==> src/rtl/core/tsched_pkg.sv <==
package tsched_pkg;

  localparam logic [2:0] OP_TICK     = 3'd0;
  localparam logic [2:0] OP_PERIODIC = 3'd1;
  localparam logic [2:0] OP_ONESHOT  = 3'd2;
  localparam logic [2:0] OP_IMMED    = 3'd3;
  localparam logic [2:0] OP_CLEAR    = 3'd4;
  localparam logic [2:0] OP_DISPATCH = 3'd5;

  localparam logic [2:0] ST_OK        = 3'd0;
  localparam logic [2:0] ST_FULL      = 3'd1;
  localparam logic [2:0] ST_EMPTY     = 3'd2;
  localparam logic [2:0] ST_NOT_READY = 3'd3;
  localparam logic [2:0] ST_BAD_HNDL  = 3'd4;

  // One slot entry as it is held in the slot memory.
  typedef struct packed {
    logic [31:0] arg;
    logic [7:0]  callback;
    logic [31:0] start;
    logic [15:0] period;
    logic        timed;
    logic        periodic;
  } slot_t;

endpackage

==> src/rtl/core/tsched_ram.sv <==
module tsched_ram #(
  parameter int WIDTH = 8,
  parameter int DEPTH = 16
) (
  input  logic                     clk,
  input  logic                     we,
  input  logic [$clog2(DEPTH)-1:0] waddr,
  input  logic [WIDTH-1:0]         wdata,
  input  logic [$clog2(DEPTH)-1:0] raddr,
  output logic [WIDTH-1:0]         rdata
);

  logic [WIDTH-1:0] mem [DEPTH];

  always_ff @(posedge clk) begin
    if (we) begin
      mem[waddr] <= wdata;
    end
    rdata <= mem[raddr];
  end

endmodule

==> src/rtl/core/timed_callback_slot_scheduler.sv <==
// Callback slot scheduler: a table of SLOTS slots, each holding a mode, a period in ticks,
// a callback id and an argument. Each input word is one operation (tick, schedule
// periodic, one-shot or immediate, clear, dispatch) and yields exactly one result word.
// Slot contents live in a one-read, one-write memory; only the occupancy bits are flops.
// Tick, clear, unused codes, a schedule into a full table and a dispatch on an empty
// table go straight to the finish state. Schedule walks the occupancy bits one slot a
// cycle from the insert pointer. Dispatch reads the slot memory one entry a cycle from
// the service pointer and checks each entry in the cycle after its read. A result that
// finds the output register still full waits in the finish state. A new word is
// accepted whenever the block is idle, even while the last result still waits.
module timed_callback_slot_scheduler
  import tsched_pkg::*;
#(
  parameter int SLOTS = 16
) (
  input  logic        clk,
  input  logic        rst,
  input  logic        s_tvalid,
  output logic        s_tready,
  // [2:0] op, [18:3] period_ms, [26:19] callback_id, [58:27] user_arg,
  // [62:59] slot_handle, [63] zero
  input  logic [63:0] s_tdata,
  output logic        m_tvalid,
  input  logic        m_tready,
  // [2:0] status, [3] fired, [7:4] out_handle, [15:8] out_callback, [47:16] out_arg,
  // [52:48] active_count, [57:53] peak_count, [63:58] zero
  output logic [63:0] m_tdata
);

  localparam int IW     = $clog2(SLOTS);
  localparam int CW     = $clog2(SLOTS + 1);
  localparam int SLOT_W = $bits(slot_t);
  localparam logic [IW-1:0] LAST_IDX = IW'(SLOTS - 1);
  localparam logic [CW-1:0] FULL_CNT = CW'(SLOTS);
  localparam logic [CW-1:0] LAST_CNT = CW'(SLOTS - 1);

  localparam logic [1:0] S_IDLE  = 2'd0;
  localparam logic [1:0] S_SCHED = 2'd1;
  localparam logic [1:0] S_DISP  = 2'd2;
  localparam logic [1:0] S_FIN   = 2'd3;

  function automatic logic [IW-1:0] next_idx(input logic [IW-1:0] i);
    next_idx = (i == LAST_IDX) ? '0 : i + 1'b1;
  endfunction

  logic [1:0]       state;
  logic [SLOTS-1:0] slot_active;
  logic [IW-1:0]    insert_ptr;
  logic [IW-1:0]    service_ptr;
  logic [CW-1:0]    occupancy;
  logic [CW-1:0]    occupancy_peak;
  logic [31:0]      now_ticks;

  // Latched operation
  logic [2:0]  op;
  logic [15:0] period_ms;
  logic [7:0]  callback_id;
  logic [31:0] user_arg;

  // Walk state
  logic [IW-1:0] scan_idx;
  logic [IW-1:0] iss_idx;
  logic [CW-1:0] iss_cnt;
  logic          chk_vld;
  logic          chk_last;
  logic [IW-1:0] chk_idx;

  // Result held until the output register is free
  logic [2:0]  res_status;
  logic        res_fired;
  logic [3:0]  res_handle;
  logic [7:0]  res_callback;
  logic [31:0] res_arg;

  logic [2:0]  out_status;
  logic        out_fired;
  logic [3:0]  out_handle;
  logic [7:0]  out_callback;
  logic [31:0] out_arg;
  logic [4:0]  active_count;
  logic [4:0]  peak_count;

  logic              ram_we;
  logic [IW-1:0]     ram_waddr;
  slot_t             ram_wslot;
  logic [SLOT_W-1:0] ram_rdata;
  slot_t             rd_slot;
  logic [31:0]       elapsed;
  logic              hit;
  logic              sched_free;
  logic [IW-1:0]     in_hidx;
  logic [CW-1:0]     occ_inc;

  logic [2:0]  in_op;
  logic [3:0]  in_handle;

  assign in_op     = s_tdata[2:0];
  assign in_handle = s_tdata[62:59];
  assign in_hidx   = IW'(in_handle);
  assign occ_inc   = occupancy + 1'b1;

  assign s_tready = (state == S_IDLE);

  assign rd_slot = slot_t'(ram_rdata);
  assign elapsed = now_ticks - rd_slot.start;

  always_comb begin
    hit = (state == S_DISP) && chk_vld && slot_active[chk_idx] &&
          (!rd_slot.timed || (elapsed >= {16'b0, rd_slot.period}));
    sched_free = (state == S_SCHED) && !slot_active[scan_idx];
    ram_we     = 1'b0;
    ram_waddr  = scan_idx;
    ram_wslot  = rd_slot;
    if (sched_free) begin
      ram_we             = 1'b1;
      ram_wslot.arg      = user_arg;
      ram_wslot.callback = callback_id;
      ram_wslot.start    = now_ticks;
      ram_wslot.period   = (op == OP_IMMED) ? 16'd0 : period_ms;
      ram_wslot.timed    = (op != OP_IMMED);
      ram_wslot.periodic = (op == OP_PERIODIC);
    end else if (hit) begin
      ram_we    = 1'b1;
      ram_waddr = chk_idx;
      if (rd_slot.timed) begin
        ram_wslot.start = now_ticks;
      end
    end
  end

  tsched_ram #(
    .WIDTH(SLOT_W),
    .DEPTH(SLOTS)
  ) u_slot_ram (
    .clk  (clk),
    .we   (ram_we),
    .waddr(ram_waddr),
    .wdata(ram_wslot),
    .raddr(iss_idx),
    .rdata(ram_rdata)
  );

  always_ff @(posedge clk) begin
    if (rst) begin
      state          <= S_IDLE;
      slot_active    <= '0;
      insert_ptr     <= '0;
      service_ptr    <= '0;
      occupancy      <= '0;
      occupancy_peak <= '0;
      now_ticks      <= '0;
      m_tvalid       <= 1'b0;
      chk_vld        <= 1'b0;
    end else begin
      // The finish state reloads the output register itself.
      if (m_tvalid && m_tready && (state != S_FIN)) begin
        m_tvalid <= 1'b0;
      end
      case (state)
        S_IDLE: begin
          if (s_tvalid) begin
            op           <= in_op;
            period_ms    <= s_tdata[18:3];
            callback_id  <= s_tdata[26:19];
            user_arg     <= s_tdata[58:27];
            res_fired    <= 1'b0;
            res_handle   <= '0;
            res_callback <= '0;
            res_arg      <= '0;
            case (in_op)
              OP_TICK: begin
                now_ticks  <= now_ticks + 1'b1;
                res_status <= ST_OK;
                state      <= S_FIN;
              end
              OP_PERIODIC, OP_ONESHOT, OP_IMMED: begin
                if (occupancy == FULL_CNT) begin
                  res_status <= ST_FULL;
                  state      <= S_FIN;
                end else begin
                  res_status <= ST_OK;
                  scan_idx   <= insert_ptr;
                  state      <= S_SCHED;
                end
              end
              OP_CLEAR: begin
                state <= S_FIN;
                if ((32'(in_handle) >= SLOTS) || (occupancy == '0)) begin
                  res_status <= ST_BAD_HNDL;
                end else begin
                  res_status <= ST_OK;
                  if (slot_active[in_hidx]) begin
                    slot_active[in_hidx] <= 1'b0;
                    occupancy            <= occupancy - 1'b1;
                  end
                end
              end
              OP_DISPATCH: begin
                if (occupancy == '0) begin
                  res_status <= ST_EMPTY;
                  state      <= S_FIN;
                end else begin
                  res_status <= ST_OK;
                  iss_idx    <= service_ptr;
                  iss_cnt    <= '0;
                  chk_vld    <= 1'b0;
                  state      <= S_DISP;
                end
              end
              default: begin
                res_status <= ST_OK;
                state      <= S_FIN;
              end
            endcase
          end
        end

        S_SCHED: begin
          // A free slot is known to exist, so this walk always ends.
          if (sched_free) begin
            slot_active[scan_idx] <= 1'b1;
            insert_ptr            <= next_idx(scan_idx);
            occupancy             <= occ_inc;
            if (occ_inc > occupancy_peak) begin
              occupancy_peak <= occ_inc;
            end
            res_handle <= 4'(scan_idx);
            state      <= S_FIN;
          end else begin
            scan_idx <= next_idx(scan_idx);
          end
        end

        S_DISP: begin
          // One entry is read per cycle; the entry read last cycle is checked now.
          // A check flag left set after a hit is harmless: hit also needs this state.
          if (iss_cnt != FULL_CNT) begin
            iss_idx  <= next_idx(iss_idx);
            iss_cnt  <= iss_cnt + 1'b1;
            chk_idx  <= iss_idx;
            chk_last <= (iss_cnt == LAST_CNT);
            chk_vld  <= 1'b1;
          end else begin
            chk_vld <= 1'b0;
          end
          if (hit) begin
            service_ptr  <= next_idx(chk_idx);
            res_fired    <= 1'b1;
            res_handle   <= 4'(chk_idx);
            res_callback <= rd_slot.callback;
            res_arg      <= rd_slot.arg;
            if (!rd_slot.periodic) begin
              slot_active[chk_idx] <= 1'b0;
              occupancy            <= occupancy - 1'b1;
            end
            state <= S_FIN;
          end else if (chk_vld && chk_last) begin
            res_status <= ST_NOT_READY;
            state      <= S_FIN;
          end
        end

        S_FIN: begin
          if (!m_tvalid || m_tready) begin
            m_tvalid     <= 1'b1;
            out_status   <= res_status;
            out_fired    <= res_fired;
            out_handle   <= res_handle;
            out_callback <= res_callback;
            out_arg      <= res_arg;
            active_count <= 5'(occupancy);
            peak_count   <= 5'(occupancy_peak);
            state        <= S_IDLE;
          end
        end

        default: begin
          state <= S_IDLE;
        end
      endcase
    end
  end

  assign m_tdata = {6'b0, peak_count, active_count, out_arg, out_callback, out_handle,
                    out_fired, out_status};

endmodule
==> config.mk <==
export PLATFORM = sky130hd
export DESIGN_NAME = timed_callback_slot_scheduler
export DESIGN_NICKNAME = d
export VERILOG_FILES = /design/src/rtl/core/tsched_pkg.sv /design/src/rtl/core/tsched_ram.sv /design/src/rtl/core/timed_callback_slot_scheduler.sv
export SDC_FILE = /design/constraint.sdc
export NUM_CORES = 2
export LEC_CHECK = 0
export BUFFER_PORTS_ARGS = -buffer_cell sky130_fd_sc_hd__buf_2
export CAP_MARGIN = 40
export CELL_PAD_IN_SITES_DETAIL_PLACEMENT = 1
export CELL_PAD_IN_SITES_GLOBAL_PLACEMENT = 1
export CORE_MARGIN = 3
export CORE_UTILIZATION = 40
export DETAILED_ROUTE_END_ITERATION = 8
export PLACE_DENSITY = 0.57
export SLEW_MARGIN = 25
export SYNTH_ARGS = -nofsm -noshare
export SYNTH_HDL_FRONTEND = slang
export SYNTH_HIERARCHICAL = 1
export SYNTH_SLANG_ARGS = --single-unit
export TNS_END_PERCENT = 5
==> constraint.sdc <==
create_clock -name clk -period 22.9 [get_ports clk]
set_input_delay 5.725 -clock clk [delete_from_list [all_inputs] [get_ports clk]]
set_output_delay 5.725 -clock clk [all_outputs]
set_load 0.05 [all_outputs]
==> out/metrics.cfg <==
[status]
status = finished clean

[critical_path]
path_max_fanout = 35
worstPathArrival_ps = 8820
regToRegStartpoint = now_ticks[0]
reg2reg_depth = 24
cp-end-kind = flop
r2r-end = u_slot_ram/mem[1][54]
required_ps = 23390
cp-start-kind = flop
rrSetupSlack_ps = 14570
path_class = flop to flop

[cells_and_area]
multiInputGateArea_mm2 = 0.01685
fillers = 16140
final_cell_mix = edfxtp_1, mux4_2, nand2_1
seq_area_mm2 = 0.05194
syn_to_final_growth_pct = 14.53
final_core_util = 0.4635
final_common_cell = edfxtp_1
layout.nets = 4075
drive_gt1_frac = 0.2407
stdcell_count = 6408

[global_routing]
grt.busiest_layer = met2
use_met1 = 0.2730
grt_pass1_wl_um = 263100
met2_usage = 0.3360
grt_pass1_vias = 38030
use_met3 = 0.02690
grt_usage = 0.1984
grt_max_degree = 154
antenna_found_initial = 2
grt.overflow.total = 0

[detailed_routing]
viasPerCell = 5.554
drt_first_iter_violations = 2895
wire_per_inst_um = 27.70
drc = 0
vias = 35590
drt_pass1_iterations = 5
postRouteAntennaNets = 0
drt-total-wl_um = 177500

[cts]
clock-root-buffer = clkbuf_16
clkTransAtPathRegs_ps = 60
cts_buffers = 185
h-tree-depth = 4
cts_tree = yes
clock-sinks = 1783
postCtsHoldBufs = 0
clock_latency_ps = 820
post_cts_buffers = 0
cts-resized-gates = 0
cts_buffer_depth = 3

[synth]
synth-edff-count = 1623
synth.area.mux_share = 0.1308
synth_compound_area_frac = 0.04642
ys_async_sr_fraction = 0
syn_inst = 3688
synth-xor-area-share = 0.007018
synthFlopType = edfxtp_1
synth_area_mm2 = 0.06989
synthAdderAreaFrac = 0.01318
yosysUniqueCellTypes = 82
synth_simple_gate_area_share = 0.04064
synth_top_family_by_area = multiplexers
ys_seq_elements = 1783
synth.avg_cell_area_um2 = 18.95
yosys_warnings = 6
ys_seq_area_frac = 0.7432

[power_and_ir_drop]
p_seq_frac = 0.497
switching_share = 0.2683
power.internal_w = 0.006147
peakVddDrop_mv = 0.07907
power_switching_w = 0.002254
p_leak_nw = 26.54
powerDensity_mw_per_mm2 = 105.0
total_power_w = 0.008401
p_clk_frac = 0.348
p_comb_frac = 0.155

[placed_design]
gp_congestion = 0.7881
hpwl_um = 98380
placed_cells = 6051
io_buffers = 126

[floorplanning]
rows = 152
fp.dieW_um = 424.0
die_area_mm2 = 0.1798
die-height_um = 424.0
start_util = 0.4047
ios = 134
core_mm2 = 0.1727

[sta]
tightest_slew_ps = 1085
tns_ps = 0
fin_worst_skew_ps = 32.43
fmax_mhz = 120.0
whs_ps = 417.9
min_period_over_period = 0.3639
finalSetupViolCount = 0
timing_hold_violations_final = 0
slew_viol_final = 0
max-slew-margin-rel = 0.2765
rsz0062_at_grt = no
post-route-min-period_ps = 8334

[min_path]
hold_end = out_handle[0]
hold_depth = 0
min_from = res_handle[0]
min_path_type = flop to flop

[flow_run]
maxCapViolations = 0

[how the worst max path moves through the flow]
stage	start	endpoint	slack, ps	depth (start not counted)
6_report	now_ticks[0]	u_slot_ram/mem[1][54]	14570	24
4_1_cts	now_ticks[0]	u_slot_ram/mem[1][73]	14370	25
5_1_grt	now_ticks[0]	u_slot_ram/mem[1][78]	13970	24
3_3_place_gp	now_ticks[0]	u_slot_ram/mem[15][69]	13990	22
2_1_floorplan	now_ticks[0]	u_slot_ram/mem[0][0]	11510	20
3_5_place_dp	s_tvalid	now_ticks[31]	14050	12
[state kept, by name, indices dropped and copies added (netlist names), 5 cells and up]
register	count
u_slot_ram/rdata	90
active_count	5
occupancy_peak	5
out_arg	32
res_arg	32
peak_count	5
callback_id	8
period_ms	16
occupancy	5
out_callback	8
iss_cnt	5
user_arg	32
u_slot_ram/mem	1440
slot_active	16
res_callback	8
now_ticks	32
[logic make-up after synthesis]
family          count (synthesis)
buf+inv                       278
flops                        1783
other cells                     1
fa+ha+maj                      73
xor+xnor                       56
compound gates                446
simple gates                  622
mux                           429
[cell type report]
class | instances | share of cell area
multi-input cells | 1632 | 0.2105
well taps | 2310 | 0.03611
diodes | 1 | 0.00003126
clock buffers | 254 | 0.06425
inverters | 86 | 0.004049
clock inverters | 96 | 0.009864
flip-flops and latches | 1783 | 0.6489
repair buffers | 246 | 0.02623
[critical path, cell delays in order, from the launching register on]
cell and delay [ps]:
dfxtp_1 390, inv_1 80, ha_1 230, fa_1 400, nand2b_1 210, a21oi_1 390, o21ai_1 260, and2_1 250
xnor2_1 170, ha_1 200, a21o_1 170, a21o_1 160, a2111oi_0 430, nand4_1 190, a211oi_2 180, nand4_1 180
nor4_4 750, nor3_1 260, o21ai_0 480, buf_2 250, nand2b_1 260, nor2_4 470, buf_4 720, buf_4 490
buf_16 310
[through the flow]
stage	setup WS, ps	cell area (um^2)
final	14570	80040
after global routing	13970	80040
after CTS	14370	79950
after detailed placement	14050	74010
after global placement	13990	73320
after floorplan	11510	69910
[cell usage after synthesis (11+ instances only)]
cell | instances | area, um^2
xnor2_1 | 24 | 210.2
and2_1 | 48 | 300.3
mux2i_1 | 14 | 140.1
nand2b_1 | 22 | 137.6
a22oi_1 | 186 | 1396
nor3_1 | 22 | 110.1
buf_2 | 36 | 180.2
nand4_1 | 22 | 137.6
nand2_1 | 300 | 1126
a21oi_1 | 51 | 255.2
dfxtp_1 | 160 | 3203
buf_1 | 21 | 78.83
mux4_2 | 375 | 8446
buf_6 | 20 | 225.2
a21o_1 | 14 | 105.1
o21a_1 | 11 | 82.58
mux2_2 | 12 | 135.1
edfxtp_1 | 1623 | 48740
nor2_1 | 116 | 435.4
nor2b_1 | 12 | 75.07
buf_4 | 18 | 135.1
nand3_1 | 30 | 150.1
a211oi_1 | 12 | 90.09
inv_1 | 86 | 322.8
clkbuf_1 | 97 | 364.1
and3_1 | 16 | 100.1
xor2_1 | 32 | 280.3
o32ai_1 | 12 | 105.1
ha_1 | 72 | 900.9
o21ai_0 | 47 | 235.2
mux2_4 | 28 | 420.4
[routing by layer]
metal | share of wire | vias up
met3 | 0.038 | 228
met5 | 0 | -
met2 | 0.50 | 756
met4 | 0.018 | 0
met1 | 0.44 | 19240
li1 | - | 15370
[power by group through the flow]
stage                     sequential, W  clock [W]  combinational, W
after global placement          0.00424          0           0.00128
after CTS                       0.00418    0.00300           0.00133
after detailed placement        0.00425          0           0.00132
after floorplan                 0.00424          0          0.000807
after global routing            0.00419    0.00314           0.00145
final                           0.00418    0.00292           0.00130
Power figures use the tool's default switching activity.
